==> src/hw/rtl/tlhc_pkg.sv <==
// ----------------------------------------------------------------------------
// tlhc_pkg
// Shared types and constants for the tank level hysteresis controller.
// ----------------------------------------------------------------------------
package tlhc_pkg;

    localparam int SAMPLES_DEFAULT = 10;

    localparam int DIST_W  = 16;
    localparam int FILL_W  = 14;
    localparam int TEMP_W  = 12;
    localparam int BYTE_W  = 8;
    localparam int CFG_W   = 16;
    localparam int CFG_AW  = 3;

    // fill divider: 16b x 14b product over a 16b divisor
    localparam int DIV_W   = 30;
    localparam int DVSR_W  = 16;

    localparam logic [BYTE_W-1:0] FRAME_HEADER = 8'hFF;
    localparam logic [FILL_W-1:0] FILL_SCALE   = 14'd10000;

    localparam logic [DIST_W-1:0]        FULL_RESET     = 16'd300;
    localparam logic [DIST_W-1:0]        OFFSET_RESET   = 16'd250;
    localparam logic [FILL_W-1:0]        LOW_RESET      = 14'd1000;
    localparam logic [FILL_W-1:0]        HIGH_RESET     = 14'd9000;
    localparam logic signed [TEMP_W-1:0] SETPOINT_RESET = 12'sd416;

    typedef enum logic [CFG_AW-1:0] {
        REG_FULL_HEIGHT = 3'd0,
        REG_OFFSET      = 3'd1,
        REG_LOW_FILL    = 3'd2,
        REG_HIGH_FILL   = 3'd3,
        REG_SETPOINT    = 3'd4
    } tlhc_reg_t;

    typedef enum logic [1:0] {
        PH_HEADER = 2'd0,
        PH_HIGH   = 2'd1,
        PH_LOW    = 2'd2
    } tlhc_phase_t;

    typedef enum logic [3:0] {
        ST_IDLE,
        ST_AVG_START,
        ST_OFFSET,
        ST_LEVEL,
        ST_DIFF,
        ST_MUL,
        ST_FILL_START,
        ST_FILL_WAIT,
        ST_DECIDE,
        ST_EMIT
    } tlhc_state_t;

    typedef struct packed {
        logic              start;
        logic [DIV_W-1:0]  dividend;
        logic [DVSR_W-1:0] divisor;
    } div_req_t;

    typedef struct packed {
        logic             busy;
        logic             done;
        logic [DIV_W-1:0] quotient;
    } div_rsp_t;

endpackage

==> src/hw/rtl/tank_level_hysteresis_controller.sv <==
// ----------------------------------------------------------------------------
// tank_level_hysteresis_controller
// Sensor framing, averaging, level/fill calculation and relay control.
// ----------------------------------------------------------------------------
// Usage:
//   s_ channel: tuser = 0 carries a distance-sensor byte in tdata[7:0];
//   tuser = 1 carries a signed temperature sample in tdata[19:8]. Frames are
//   0xFF, high byte, low byte; nonzero distances are averaged in groups of
//   SAMPLES_PER_AVERAGE.
//   m_ channel: one transaction per completed average and per temperature
//   sample, with level, fill, both active-low relays and level_valid in tuser.
//   cfg_we/cfg_index/cfg_data write the five settings; they take effect from
//   the next result computed.
//   Flow control: a byte that does not finish an average leaves s_tready high. A
//   temperature sample passes the emit state to the output register; s_tready
//   is back when the sequencer returns to idle. A byte that finishes an average
//   passes nine sequencer steps, one of them the 30-step pass of the bit-serial
//   fill divider (that step is skipped for a zero tank height), with s_tready
//   low meanwhile. If the receiver stalls, the result is held; bytes that give
//   no result are still taken, and the next result waits in the sequencer with
//   s_tready low. Reset (synchronous, aresetn low) restores the default settings
//   and clears framing, the running sum and control state.
// ----------------------------------------------------------------------------
module tank_level_hysteresis_controller #(
    parameter int SAMPLES_PER_AVERAGE = tlhc_pkg::SAMPLES_DEFAULT
) (
    input  logic                        aclk,
    input  logic                        aresetn,

    input  logic                        s_tvalid,
    output logic                        s_tready,
    input  logic [23:0]                 s_tdata,   // sensor_byte[7:0], temperature_sample[19:8]
    input  logic                        s_tuser,   // mode

    output logic                        m_tvalid,
    input  logic                        m_tready,
    output logic [31:0]                 m_tdata,   // level_mm[15:0], fill_hundredths[29:16],
                                                   // pump_relay[30], heater_relay[31]
    output logic                        m_tuser,   // level_valid

    input  logic                        cfg_we,
    input  logic [tlhc_pkg::CFG_AW-1:0] cfg_index,
    input  logic [tlhc_pkg::CFG_W-1:0]  cfg_data
);

    localparam int CNT_W     = $clog2(SAMPLES_PER_AVERAGE + 1);
    localparam int SUM_W     = tlhc_pkg::DIST_W + CNT_W;
    // sum / N taken as sum * ceil(2^AVG_SHIFT / N) >> AVG_SHIFT, exact below 2^SUM_W
    localparam int AVG_SHIFT = SUM_W + $clog2(SAMPLES_PER_AVERAGE);
    localparam int RECIP_W   = SUM_W + 1;
    localparam int PROD_W    = SUM_W + RECIP_W;
    localparam logic [RECIP_W-1:0] AVG_RECIP =
        RECIP_W'(((longint'(1) << AVG_SHIFT) + longint'(SAMPLES_PER_AVERAGE) - 1)
                 / longint'(SAMPLES_PER_AVERAGE));

    // settings
    logic [tlhc_pkg::DIST_W-1:0]        full_reg;
    logic [tlhc_pkg::DIST_W-1:0]        offset_reg;
    logic [tlhc_pkg::FILL_W-1:0]        low_reg;
    logic [tlhc_pkg::FILL_W-1:0]        high_reg;
    logic signed [tlhc_pkg::TEMP_W-1:0] setpoint_reg;

    // working state
    tlhc_pkg::tlhc_state_t              state_reg;
    tlhc_pkg::tlhc_state_t              state_next;
    tlhc_pkg::tlhc_phase_t              phase_reg;
    logic [tlhc_pkg::BYTE_W-1:0]        high_byte_reg;
    logic [SUM_W-1:0]                   sum_reg;
    logic [CNT_W-1:0]                   count_reg;
    logic [tlhc_pkg::DIST_W-1:0]        avg_reg;
    logic [tlhc_pkg::DIST_W-1:0]        level_reg;
    logic [tlhc_pkg::DIST_W-1:0]        diff_reg;
    logic [tlhc_pkg::DIV_W-1:0]         prod_reg;
    logic [tlhc_pkg::FILL_W-1:0]        fill_reg;
    logic                               have_level_reg;
    logic                               pump_on_reg;
    logic signed [tlhc_pkg::TEMP_W-1:0] temp_reg;

    logic                               m_tvalid_reg;
    logic [31:0]                        m_tdata_reg;
    logic                               m_tuser_reg;

    logic                               s_accept;
    logic                               out_free;
    logic [tlhc_pkg::BYTE_W-1:0]        in_byte;
    logic [tlhc_pkg::DIST_W-1:0]        distance;
    logic [CNT_W-1:0]                   count_inc;
    logic                               avg_complete;
    logic [PROD_W-1:0]                  avg_prod;

    tlhc_pkg::div_req_t                 div_req;
    tlhc_pkg::div_rsp_t                 div_rsp;

    tlhc_div u_div (
        .aclk    (aclk),
        .aresetn (aresetn),
        .req     (div_req),
        .rsp     (div_rsp)
    );

    assign s_tready = (state_reg == tlhc_pkg::ST_IDLE);
    assign s_accept = s_tvalid && s_tready;
    assign out_free = !m_tvalid_reg || m_tready;

    assign in_byte      = s_tdata[7:0];
    assign distance     = {high_byte_reg, in_byte};
    assign count_inc    = count_reg + 1'b1;
    assign avg_complete = (count_inc == CNT_W'(SAMPLES_PER_AVERAGE));
    assign avg_prod     = PROD_W'(sum_reg) * PROD_W'(AVG_RECIP);

    // ---------------- configuration ----------------
    always_ff @(posedge aclk) begin
        if (!aresetn) begin
            full_reg     <= tlhc_pkg::FULL_RESET;
            offset_reg   <= tlhc_pkg::OFFSET_RESET;
            low_reg      <= tlhc_pkg::LOW_RESET;
            high_reg     <= tlhc_pkg::HIGH_RESET;
            setpoint_reg <= tlhc_pkg::SETPOINT_RESET;
        end else if (cfg_we) begin
            unique case (cfg_index)
                tlhc_pkg::REG_FULL_HEIGHT: full_reg   <= cfg_data;
                tlhc_pkg::REG_OFFSET:      offset_reg <= cfg_data;
                tlhc_pkg::REG_LOW_FILL:    low_reg    <= cfg_data[tlhc_pkg::FILL_W-1:0];
                tlhc_pkg::REG_HIGH_FILL:   high_reg   <= cfg_data[tlhc_pkg::FILL_W-1:0];
                tlhc_pkg::REG_SETPOINT:
                    setpoint_reg <= $signed(cfg_data[tlhc_pkg::TEMP_W-1:0]);
                default: ;
            endcase
        end
    end

    // ---------------- sequencer: next state ----------------
    always_comb begin
        state_next = state_reg;
        unique case (state_reg)
            tlhc_pkg::ST_IDLE: begin
                if (s_accept) begin
                    if (s_tuser) begin
                        state_next = tlhc_pkg::ST_EMIT;
                    end else if (phase_reg == tlhc_pkg::PH_LOW && distance != '0
                                 && avg_complete) begin
                        state_next = tlhc_pkg::ST_AVG_START;
                    end
                end
            end
            tlhc_pkg::ST_AVG_START:  state_next = tlhc_pkg::ST_OFFSET;
            tlhc_pkg::ST_OFFSET:     state_next = tlhc_pkg::ST_LEVEL;
            tlhc_pkg::ST_LEVEL:      state_next = tlhc_pkg::ST_DIFF;
            tlhc_pkg::ST_DIFF:       state_next = tlhc_pkg::ST_MUL;
            tlhc_pkg::ST_MUL:        state_next = tlhc_pkg::ST_FILL_START;
            tlhc_pkg::ST_FILL_START: begin
                state_next = (full_reg == '0) ? tlhc_pkg::ST_DECIDE : tlhc_pkg::ST_FILL_WAIT;
            end
            tlhc_pkg::ST_FILL_WAIT: begin
                if (div_rsp.done) begin
                    state_next = tlhc_pkg::ST_DECIDE;
                end
            end
            tlhc_pkg::ST_DECIDE:     state_next = tlhc_pkg::ST_EMIT;
            tlhc_pkg::ST_EMIT: begin
                if (out_free) begin
                    state_next = tlhc_pkg::ST_IDLE;
                end
            end
            default:                 state_next = tlhc_pkg::ST_IDLE;
        endcase
    end

    // ---------------- sequencer: divider requests ----------------
    always_comb begin
        div_req.start    = 1'b0;
        div_req.dividend = prod_reg;
        div_req.divisor  = full_reg;
        unique case (state_reg)
            tlhc_pkg::ST_FILL_START: begin
                div_req.start = (full_reg != '0);
            end
            default: ;
        endcase
    end

    always_ff @(posedge aclk) begin
        if (!aresetn) begin
            state_reg <= tlhc_pkg::ST_IDLE;
        end else begin
            state_reg <= state_next;
        end
    end

    // ---------------- framing, accumulation, datapath ----------------
    always_ff @(posedge aclk) begin
        if (!aresetn) begin
            phase_reg      <= tlhc_pkg::PH_HEADER;
            high_byte_reg  <= '0;
            sum_reg        <= '0;
            count_reg      <= '0;
            level_reg      <= '0;
            fill_reg       <= '0;
            have_level_reg <= 1'b0;
            pump_on_reg    <= 1'b0;
            temp_reg       <= '0;
        end else begin
            case (state_reg)
                tlhc_pkg::ST_IDLE: begin
                    if (s_accept) begin
                        if (s_tuser) begin
                            temp_reg <= $signed(s_tdata[19:8]);
                        end else begin
                            case (phase_reg)
                                tlhc_pkg::PH_HIGH: begin
                                    high_byte_reg <= in_byte;
                                    phase_reg     <= tlhc_pkg::PH_LOW;
                                end
                                tlhc_pkg::PH_LOW: begin
                                    phase_reg <= tlhc_pkg::PH_HEADER;
                                    if (distance != '0) begin
                                        sum_reg   <= sum_reg + SUM_W'(distance);
                                        count_reg <= count_inc;
                                    end
                                end
                                default: begin
                                    phase_reg <= (in_byte == tlhc_pkg::FRAME_HEADER)
                                                 ? tlhc_pkg::PH_HIGH : tlhc_pkg::PH_HEADER;
                                end
                            endcase
                        end
                    end
                end
                tlhc_pkg::ST_AVG_START: begin
                    // average is registered this cycle
                    sum_reg   <= '0;
                    count_reg <= '0;
                end
                tlhc_pkg::ST_OFFSET: begin
                    level_reg <= (avg_reg >= offset_reg) ? avg_reg - offset_reg : '0;
                end
                tlhc_pkg::ST_LEVEL: begin
                    if (level_reg > full_reg) begin
                        level_reg <= full_reg;
                    end
                end
                tlhc_pkg::ST_FILL_START: begin
                    if (full_reg == '0) begin
                        fill_reg <= '0;
                    end
                end
                tlhc_pkg::ST_FILL_WAIT: begin
                    if (div_rsp.done) begin
                        fill_reg <= div_rsp.quotient[tlhc_pkg::FILL_W-1:0];
                    end
                end
                tlhc_pkg::ST_DECIDE: begin
                    have_level_reg <= 1'b1;
                    // off wins when the thresholds cross
                    if (fill_reg >= high_reg) begin
                        pump_on_reg <= 1'b0;
                    end else if (fill_reg < low_reg) begin
                        pump_on_reg <= 1'b1;
                    end
                end
                default: ;
            endcase
        end
    end

    always_ff @(posedge aclk) begin
        if (state_reg == tlhc_pkg::ST_AVG_START) begin
            avg_reg <= avg_prod[AVG_SHIFT +: tlhc_pkg::DIST_W];
        end
        if (state_reg == tlhc_pkg::ST_DIFF) begin
            diff_reg <= full_reg - level_reg;
        end
        if (state_reg == tlhc_pkg::ST_MUL) begin
            prod_reg <= tlhc_pkg::DIV_W'(diff_reg) * tlhc_pkg::DIV_W'(tlhc_pkg::FILL_SCALE);
        end
    end

    // ---------------- output register ----------------
    always_ff @(posedge aclk) begin
        if (!aresetn) begin
            m_tvalid_reg <= 1'b0;
        end else if (state_reg == tlhc_pkg::ST_EMIT && out_free) begin
            m_tvalid_reg <= 1'b1;
        end else if (m_tready) begin
            m_tvalid_reg <= 1'b0;
        end
    end

    always_ff @(posedge aclk) begin
        if (state_reg == tlhc_pkg::ST_EMIT && out_free) begin
            m_tdata_reg <= {!(temp_reg < setpoint_reg), !pump_on_reg, fill_reg, level_reg};
            m_tuser_reg <= have_level_reg;
        end
    end

    assign m_tvalid = m_tvalid_reg;
    assign m_tdata  = m_tdata_reg;
    assign m_tuser  = m_tuser_reg;

    // ---------------- assertions ----------------
    a_div_done_expected: assert property (@(posedge aclk) disable iff (!aresetn)
        div_rsp.done |-> (state_reg == tlhc_pkg::ST_FILL_WAIT))
        else $error("divider finished outside the fill wait state");

    a_level_clamped: assert property (@(posedge aclk) disable iff (!aresetn)
        (state_reg == tlhc_pkg::ST_DIFF) |-> (level_reg <= full_reg))
        else $error("level above tank height after clamp");

    a_fill_range: assert property (@(posedge aclk) disable iff (!aresetn)
        (state_reg == tlhc_pkg::ST_DECIDE) |-> (fill_reg <= tlhc_pkg::FILL_SCALE))
        else $error("fill above full scale");

    a_count_bound: assert property (@(posedge aclk) disable iff (!aresetn)
        (state_reg == tlhc_pkg::ST_IDLE) |-> (count_reg < CNT_W'(SAMPLES_PER_AVERAGE)))
        else $error("sample count reached the average size while idle");

endmodule

==> src/hw/rtl/tlhc_div.sv <==
// ----------------------------------------------------------------------------
// tlhc_div
// Restoring divider, one quotient bit per cycle, used for the fill
// calculation.
// ----------------------------------------------------------------------------
module tlhc_div (
    input  logic               aclk,
    input  logic               aresetn,
    input  tlhc_pkg::div_req_t req,
    output tlhc_pkg::div_rsp_t rsp
);

    localparam int CNT_W = $clog2(tlhc_pkg::DIV_W);

    logic [tlhc_pkg::DVSR_W-1:0] rem_reg;
    logic [tlhc_pkg::DVSR_W-1:0] rem_next;
    logic [tlhc_pkg::DIV_W-1:0]  quo_reg;
    logic [tlhc_pkg::DIV_W-1:0]  quo_next;
    logic [tlhc_pkg::DVSR_W-1:0] dvsr_reg;
    logic [CNT_W-1:0]            cnt_reg;
    logic                        busy_reg;
    logic                        done_reg;

    logic [tlhc_pkg::DVSR_W:0]   shifted;
    logic [tlhc_pkg::DVSR_W:0]   trial;
    logic                        fits;

    always_comb begin
        shifted  = {rem_reg, quo_reg[tlhc_pkg::DIV_W-1]};
        fits     = (shifted >= {1'b0, dvsr_reg});
        trial    = shifted - {1'b0, dvsr_reg};
        rem_next = fits ? trial[tlhc_pkg::DVSR_W-1:0] : shifted[tlhc_pkg::DVSR_W-1:0];
        quo_next = {quo_reg[tlhc_pkg::DIV_W-2:0], fits};
    end

    always_ff @(posedge aclk) begin
        if (!aresetn) begin
            busy_reg <= 1'b0;
            done_reg <= 1'b0;
            cnt_reg  <= '0;
        end else begin
            done_reg <= 1'b0;
            if (req.start) begin
                busy_reg <= 1'b1;
                cnt_reg  <= '0;
            end else if (busy_reg) begin
                cnt_reg <= cnt_reg + 1'b1;
                if (cnt_reg == CNT_W'(tlhc_pkg::DIV_W - 1)) begin
                    busy_reg <= 1'b0;
                    done_reg <= 1'b1;
                end
            end
        end
    end

    always_ff @(posedge aclk) begin
        if (req.start) begin
            rem_reg  <= '0;
            quo_reg  <= req.dividend;
            dvsr_reg <= req.divisor;
        end else if (busy_reg) begin
            rem_reg <= rem_next;
            quo_reg <= quo_next;
        end
    end

    assign rsp.busy     = busy_reg;
    assign rsp.done     = done_reg;
    assign rsp.quotient = quo_reg;

endmodule
==> config.mk <==
export PLATFORM = sky130hd
export DESIGN_NAME = tank_level_hysteresis_controller
export DESIGN_NICKNAME = d
export VERILOG_FILES = /design/src/hw/rtl/tlhc_pkg.sv /design/src/hw/rtl/tank_level_hysteresis_controller.sv /design/src/hw/rtl/tlhc_div.sv
export SDC_FILE = /design/constraint.sdc
export NUM_CORES = 1
export LEC_CHECK = 0
export BUFFER_PORTS_ARGS = -buffer_cell sky130_fd_sc_hd__buf_2
export CAP_MARGIN = 5
export CORE_ASPECT_RATIO = 1.4
export CORE_MARGIN = 2
export CORE_UTILIZATION = 35
export CTS_BUF_LIST = sky130_fd_sc_hd__clkbuf_4
export DETAILED_ROUTE_END_ITERATION = 6
export GPL_TIMING_DRIVEN = 0
export PLACE_DENSITY = 0.61
export SYNTH_ARGS = -nofsm -noshare
export SYNTH_HDL_FRONTEND = slang
export SYNTH_SLANG_ARGS = --single-unit
==> constraint.sdc <==
create_clock -name aclk -period 7.5 [get_ports aclk]
set_input_delay 0.75 -clock aclk [delete_from_list [all_inputs] [get_ports aclk]]
set_output_delay 0.75 -clock aclk [all_outputs]
set_load 0.005 [all_outputs]
After elaboration in Yosys (flattened, before gate mapping). Index checks and enable logic that the tools add are counted.

Add/sub/neg operators: 6. Multiply operators: 2. Equal/unequal tests: 27. Reductions and logical operators: 34. Order comparisons: 6. Bitwise operators: 3. Multiplexer cells: 37.

Operators with widths (count): $mux W20 (4); $mux W30 (2); $mux W16 (3); $sub A16 B16 Y16 (3); $mux W4 (10); $pmux W20 S2 (1); $pmux W4 S10 (1); $mul A20 B20 Y39 const B (1); $pmux W16 S2 (1); $reduce_bool A16 Y1 (2); $mux W14 (2); $pmux W14 S2 (1); $mul A16 B10 Y26 const B (1); $add A20 B16 Y20 (1); $ge A17 B16 Y1 (1); $eq A4 B3 Y1 const B (4); $ge A16 B16 Y1 (1); $gt A16 B16 Y1 (1); $logic_not A16 Y1 (1); $ge A14 B14 Y1 (1); $lt A14 B14 Y1 (1); $reduce_and A2 Y1 (7); $eq A4 B4 Y1 const B (3); $lt A12 B12 Y1 (1); 29 further kinds (61).

Logic and storage cells: 143. Flip-flop bits (word level): 315. Output and inout bits: 35.

Longest topological paths before layout. Gate-level depths: netlist of the first run.

Depth in word-level cells: 7. Depth in mapped cells: 23. Gate-level depth less buffers: 23.

Modules after synthesis. A second synthesis of the first run with hierarchy kept.

Cells, all modules: 2578. Area total of the unflattened synthesis: 25130.4 sq um.

Modules (own cells, without submodules): tank_level_hysteresis_controller (instances 1, cells an instance 2227, seq. area each 5835.6 sq um, area each 21250.4 sq um); tlhc_div (instances 1, cells an instance 351, seq. area each 1841.8 sq um, area each 3880.0 sq um).

Worst setup path before layout of the first run. No wires, ideal clock.

Path type: reg-to-reg. Start: register sum_reg[10]. End: register avg_reg[12] in the netlist's numbering, data pin. Stages on the path, launching flop included: 22. Clock period less this slack: 5.698 ns. Buffers on the path: 0. Arrival time: 5.440 ns. Path slack: 1.802 ns. Data required time: 7.242 ns. Path through: dfxtp_1 -> ha_1 -> fa_1 -> ha_1 -> inv_1 -> fa_1 -> inv_1 -> fa_1 -> fa_1 -> inv_1 -> fa_1 -> inv_1 -> ha_1 -> o211ai_1 -> o21a_1 -> a311oi_1 -> o31ai_2 -> a31oi_2 -> o21ai_2 -> o31ai_2 -> a21oi_1 -> xnor2_1.

Word-level cells in the longest chain between the ends: 1.

RTL lines: start, declared (RTL line tank_level_hysteresis_controller.sv:68) `logic [SUM_W-1:0] sum_reg;`; start signal, assigned (RTL line tank_level_hysteresis_controller.sv:217) `sum_reg <= sum_reg + SUM_W'(distance);`; $mul A20 B20 Y39 (RTL line tank_level_hysteresis_controller.sv:109) `assign avg_prod = PROD_W'(sum_reg) * PROD_W'(AVG_RECIP);`; via avg_prod[36] (RTL line tank_level_hysteresis_controller.sv:89) `logic [PROD_W-1:0] avg_prod;`; end signal, assigned (RTL line tank_level_hysteresis_controller.sv:268) `avg_reg <= avg_prod[AVG_SHIFT +: tlhc_pkg::DIST_W];`; end, declared (RTL line tank_level_hysteresis_controller.sv:70) `logic [tlhc_pkg::DIST_W-1:0] avg_reg;`.

The timed path passes the listed nets, and every way through them passes these cells. A chain may end at the register's enable or synchronous reset.

Final worst setup path of the first run. Same ends and word-level chain as after synthesis.

==> results of run 1 <==
worst max-delay path by stage:
| stage | from | endpoint | slack (ns) | depth (start not counted) |
|---|---|---|---|---|
| 5_1_grt | sum_reg[8]$_SDFFE_PN0P_ | avg_reg[9]$_DFFE_PN_ | 0.18 | 21 |
| 6_report | sum_reg[10]$_SDFFE_PN0P_ | avg_reg[12]$_DFFE_PN_ | 0.68 | 21 |
| 3_5_place_dp | sum_reg[10]$_SDFFE_PN0P_ | avg_reg[12]$_DFFE_PN_ | 0.49 | 21 |
| 4_1_cts | sum_reg[10]$_SDFFE_PN0P_ | avg_reg[12]$_DFFE_PN_ | 0.41 | 21 |
| 3_3_place_gp | sum_reg[8]$_SDFFE_PN0P_ | avg_reg[12]$_DFFE_PN_ | 0.51 | 21 |
| 2_1_floorplan | sum_reg[10]$_SDFFE_PN0P_ | avg_reg[12]$_DFFE_PN_ | 1.80 | 21 |
area by class of cell:
class | instances | area (sq um)
multi-input combinational | 1777 | 15100
fill | 6948 | 42000
clock inverter | 26 | 161
tap | 928 | 1160
inverter | 416 | 1560
sequential | 315 | 7680
buffer | 68 | 274
antenna | 2 | 5.00
clock buffer | 110 | 826
timing repair buffer | 84 | 502
layout by cell type, fill, tap and decap left out, types with 18 or more instances in the layout:
cell / instances
a211oi_1: 30
a21o_1: 55
a21oi_1: 172
a22oi_1: 35
a31oi_1: 19
and2_1: 20
buf_2: 84
clkbuf_1: 57
clkbuf_4: 110
dfxtp_1: 178
edfxtp_1: 137
fa_1: 169
ha_1: 375
inv_1: 416
nand2_1: 311
nand2b_1: 18
nand3_1: 55
nand4_1: 24
nor2_1: 121
nor2b_1: 21
nor3_1: 24
o211ai_1: 29
o21ai_0: 56
xnor2_1: 63
xor2_1: 42
logic make-up after synthesis:
kind of cell	count (synthesis)	synth area share, %
simple gates	641	11.6
fa+ha+maj	544	32.9
buf+inv	484	7.48
compound gates	473	12.5
flops	315	31.3
xor+xnor	105	3.75
mux	14	0.576
critical path, stage by stage (launching register included):
cell      delay (ns)
dfxtp_1         0.62
ha_1            0.47
fa_1            0.51
ha_1            0.30
inv_1           0.05
fa_1            0.50
inv_1           0.05
fa_1            0.47
fa_1            0.56
inv_1           0.06
fa_1            0.51
inv_1           0.04
ha_1            0.33
o211ai_1        0.10
o21a_1          0.17
a311oi_1        0.63
o31ai_2         0.17
a31oi_2         0.31
o21ai_2         0.14
o31ai_2         0.31
a21oi_1         0.13
xnor2_1         0.13
layer usage:
layer,vias to the layer above,routed length [um]
met5,-,0
met4,0,2680
met3,124,2000
met2,361,32900
met1,8739,24600
li1,9079,-
report_power, final:
group          internal, mW  switching [mW]  leakage, nW
Sequential             2.18           0.220         2.69
Clock                 0.721           0.742        0.587
Combinational          1.94            2.66         9.88
Total                  4.84            3.62         13.2
through the flow:
| stage | power [mW] | util, % | std cells |
|---|---|---|---|
| 6_report | 8.46 | 39.4 | 3726 |
| 5_1_grt | 9.30 | 39.4 | 3726 |
| 4_1_cts | 8.57 | 39.3 | 3723 |
| 3_5_place_dp | 7.06 | 37.9 | 3587 |
| 3_3_place_gp | 6.98 | 37.7 | 3582 |
| 2_1_floorplan | 5.93 | - | 2576 |
==> impl_metrics.yaml, run 1 <==
status:
  status: "finished clean"
placement:
  dpl_cell_area_sq_um: 26200
  hpwl_mm: 50.9
  post-place-ws_ns: 0.492
  portBuffers: 78
  place.gp.congestion: 0.887
global_routing:
  grt_pass1_wl_mm: 98.6
  use_met3_pct: 2.06
  track_usage_pct: 17.3
  met1_usage_pct: 19.0
  antenna_found_initial: 3
  grt_pass1_vias: 18600
  grt_overflow: 0
  busiest_layer: "met2"
  use_met2_pct: 32.9
  grt_max_degree: 31
detailed_routing:
  vias_per_cell: 4.91
  wire_per_inst_um: 16.7
  vias: 18300
  ant_nets: 0
  drc: 0
  firstDrtPassIters: 7
  routed_wl_mm: 62.2
  drt_iter0_drc: 871
synth:
  synth.top_cell.area_share_pct: 19.1
  netlist_instances: 2576
  synth-edff-count: 137
  yosysSeqAreaShare_pct: 31.3
  yosysUniqueCellTypes: 72
  synthArstFlopShare_pct: 0
  ys_seq_elements: 315
  yosys-top-cells-count: "inv_1 (416), ha_1 (375), nand2_1 (311)"
  synth.most_common_cell: "inv_1"
  yosys-top-cells-area: "ha_1 (19%), edfxtp_1 (17%), dfxtp_1 (15%), fa_1 (14%), inv_1 (6.4%)"
  syn-cell-area_sq_um: 24600
  synth_area_leader_cell: "ha_1"
  ys.flop_type: "dfxtp_1"
  ys_warn_count: 0
  synth_nets: 3169
  syn_avg_cell_area_sq_um: 9.53
timing:
  whs_ns: 0.204
  min_period_ns: 6.82
  relSlewSlack_pct: 35.2
  setup_slack_ns: 0.676
  worst_pin_slew_ns: 0.973
  clock.fmax_ghz: 0.147
  setup_violations: 0
  final_max_slew_viol_count: 0
  hold_viol: 0
  finClkSkew_ns: 0.0784
  fin_crit_sh_pct: 91.0
  rsz0062_at_grt: "false"
  timing.setup.tns_ns: 0
pwr:
  power_density_nw_per_um2: 311
  vdd_drop_max_v: 0.000147
  p_leak_nw: 13.2
critical_path:
  worstPathRequired_ns: 8.02
  critPathCaptureType: "flop"
  crit_type: "flop to flop"
  reg2reg_depth: 21
  timing.rr.end: "avg_reg[12]$_DFFE_PN_"
  crit_path_start_kind: "flop"
  reg2reg_setup_slack_ns: 0.68
  crit_fanout: 7
  r2r_start: "sum_reg[10]$_SDFFE_PN0P_"
  cp.arrival_ns: 7.35
clocking:
  cts_root_buffer: "clkbuf_4"
  cts_tree: "yes"
  cts_setup_buffers: 0
  numClockSinks: 315
  cts_buffers: 78
  path_clk_slew_ns: 0.08
  clockBufferDepth: 3
  holdBufCountCts: 0
  ctsResizeCount: 0
  htreeDepth: 3
  worstSkewPairLatency_ns: 0.78
layout:
  design_area_sq_um: 27200
  drive_gt1_share_pct: 8.58
  areaGrowthSynthToFinish_pct: 10.9
  nets: 3333
  largest_reg_flops: 32
worst_hold_path:
  hp-start: "s_tdata[15]"
  holdPathStages: 3
  hold_end: "temp_reg[7]$_SDFFE_PN0P_"
  hold_path.class: "input port to flop"
floorplanning:
  die-area_sq_um: 72300
  io_pins: 84
  initial_core_util_pct: 35.5
  die_w_um: 228
  core-area_sq_um: 69200
  die_h_um: 317
  rows: 114
flow_run:
  max_cap_violations: 0
No activity file was read; power rests on OpenSTA's default activity.
==> inputs of run 2 (changes only) <==
--- a/config.mk
+++ b/config.mk
@@ -14,6 +14,7 @@
 export DETAILED_ROUTE_END_ITERATION = 6
 export GPL_TIMING_DRIVEN = 0
 export PLACE_DENSITY = 0.61
+export RECOVER_POWER = 50
 export SYNTH_ARGS = -nofsm -noshare
 export SYNTH_HDL_FRONTEND = slang
 export SYNTH_SLANG_ARGS = --single-unit
==> run 2 against run 1 <==
Effect of this change:
- sequential power barely moved
- core utilization fell by 0.074 points
- cell area fell by 0.19%
- non-clock buffer count did not move
- largest power group unchanged
- total power fell by 0.11%
- sequential share of layout area rose by 0.053 points
- register-to-register slack barely moved
- clock skew barely moved
- clock-buffer cell count did not move
- clock power barely moved
- maximum frequency barely moved
==> impl_metrics.yaml, run 2 (synthesis gave the netlist of run 1 again) <==
layout:
  areaGrowthSynthToFinish_pct: 10.7
  final_cell_mix: "inv_1 (416), ha_1 (375), nand2_1 (311)"
  design_area_sq_um: 27200
  nets: 3333
  drive_gt1_share_pct: 7.73
  largest_reg_flops: 32
  final_common_cell: "inv_1"
clocking:
  ctsResizeCount: 0
  cts_setup_buffers: 0
  clockBufferDepth: 3
  holdBufCountCts: 0
  worstSkewPairLatency_ns: 0.78
  numClockSinks: 315
  path_clk_slew_ns: 0.08
  htreeDepth: 3
  cts_tree: "yes"
  cts_buffers: 78
  cts_root_buffer: "clkbuf_4"
critical_path:
  critPathCaptureType: "flop"
  slowest_delay_ns: 0.63
  crit_path_start_kind: "flop"
  worstPathRequired_ns: 8.03
  r2r_start: "sum_reg[10]$_SDFFE_PN0P_"
  path_cells: "ha_1 > fa_1 > ha_1 > inv_1 > fa_1 > inv_1 > fa_1 > fa_1 > inv_1 > fa_1 > inv_1 > ha_1 > o211ai_1 > o21a_1 > a311oi_1 > o31ai_2 > a31oi_2 > o21ai_2 > o31ai_2 > a21oi_1 > xnor2_1"
  crit_fanout: 7
  crit_top_cell: "fa_1"
  crit_path_top_delay_cell: "a311oi_1"
  cp.arrival_ns: 7.35
  crit_start: "sum_reg[10]$_SDFFE_PN0P_"
  crit_type: "flop to flop"
placement:
  dpl_cell_area_sq_um: 26200
  hpwl_mm: 50.9
  portBuffers: 78
  place.gp.congestion: 0.887
pwr:
  power_density_nw_per_um2: 311
  p_sw_mw: 3.62
  clkPwrFrac_pct: 17.3
  comb_power_share_pct: 54.3
  p_int_mw: 4.84
  p_leak_nw: 13.1
  power_mw: 8.45
  vdd_drop_max_v: 0.000146
  seq_power_share_pct: 28.4
  swShare_pct: 42.8
detailed_routing:
  vias_per_cell: 4.91
  firstDrtPassIters: 7
  drc: 0
  routed_wl_mm: 62.2
  drt_iter0_drc: 861
  vias: 18300
  top_layer: "met4"
  ant_nets: 0
  wl_met1_mm: 24.7
  wire_per_inst_um: 16.7
  wl_met2_mm: 32.9
  route.met3.wl_mm: 1.95
floorplanning:
  io_pins: 84
  initial_core_util_pct: 35.5
  die-area_sq_um: 72300
  core-area_sq_um: 69200
  die_h_um: 317
  die_w_um: 228
  rows: 114
timing:
  setup_violations: 0
  finClkSkew_ns: 0.0788
  rsz0062_at_grt: "false"
  clock.fmax_ghz: 0.147
  fin_crit_sh_pct: 91.0
  timing.setup.tns_ns: 0
  relSlewSlack_pct: 32.9
  hold_viol: 0
  worst_pin_slew_ns: 1.01
  final_max_slew_viol_count: 0
  min_period_ns: 6.82
global_routing:
  grt_pass1_vias: 18600
  antenna_found_initial: 3
  grt_overflow: 0
  grt_pass1_wl_mm: 98.6
  track_usage_pct: 17.3
  grt_max_degree: 31
flow_run:
  max_cap_violations: 0
worst_hold_path:
  hold_path.class: "input port to flop"
  hp-start: "s_tdata[16]"
status:
  status: "finished clean"
[run 2: path summary, 6_finish.rpt]
| path | to | slack (ns) | cells past startpoint |
|---|---|---|---|
| worst max register to register | avg_reg[12]$_DFFE_PN_ | 0.68 | 21 |
| worst min register to register | high_reg[7]$_SDFFE_PN0P_ | 0.45 | 2 |
| worst max-delay path | avg_reg[12]$_DFFE_PN_ | 0.68 | 21 |
| worst min-delay path | temp_reg[8]$_SDFFE_PN0P_ | 0.20 | 3 |
[run 2: worst max-delay path: cells and delay by family (launching register included)]
| kind | cells | cell delay, ns |
|---|---|---|
| adders and majority gates | 8 | 3.65 |
| buffers and inverters | 4 | 0.20 |
| xor gates and xnor gates | 1 | 0.13 |
| AOI/OAI and AO/OA | 8 | 1.96 |
| DFF | 1 | 0.62 |
[run 2: per-layer routing]
layer	GRT usage [%]	up-vias
met3	2.06	122
met4	8.12	0
met1	19.0	8749
met2	32.9	339
li1	-	9081
met5	0	-
[run 2: cell type report]
class	count	area, sq um
Antenna cell	2	5.00
Buffer	68	273
Clock buffer	110	826
Clock inverter	26	161
Fill cell	6964	42000
Inverter	416	1560
Multi-Input combinational cell	1777	15000
Sequential cell	315	7680
Tap cell	928	1160
Timing Repair Buffer	84	459
[run 2: per-stage QoR]
stage / util, % / cells / hold slack [ns] / setup WS, ns
after CTS: 39.3 / 3723 / 0.114 / 0.410
after detailed placement: 37.9 / 3587 / 0.444 / 0.492
after global routing: 39.3 / 3726 / 0.148 / 0.180
final: 39.3 / 3726 / 0.203 / 0.678
after floorplan: - / 2576 / 0.409 / 1.80
after global placement: 37.7 / 3582 / 0.438 / 0.513
[run 2: power groups by stage]
stage               Clock, mW  Combinational, mW  Sequential, mW
floorplan                   0               3.58            2.35
CTS                      1.51               4.66            2.40
global placement            0               4.54            2.44
global route             1.59               5.28            2.43
detailed placement          0               4.62            2.44
finish                   1.46               4.59            2.40
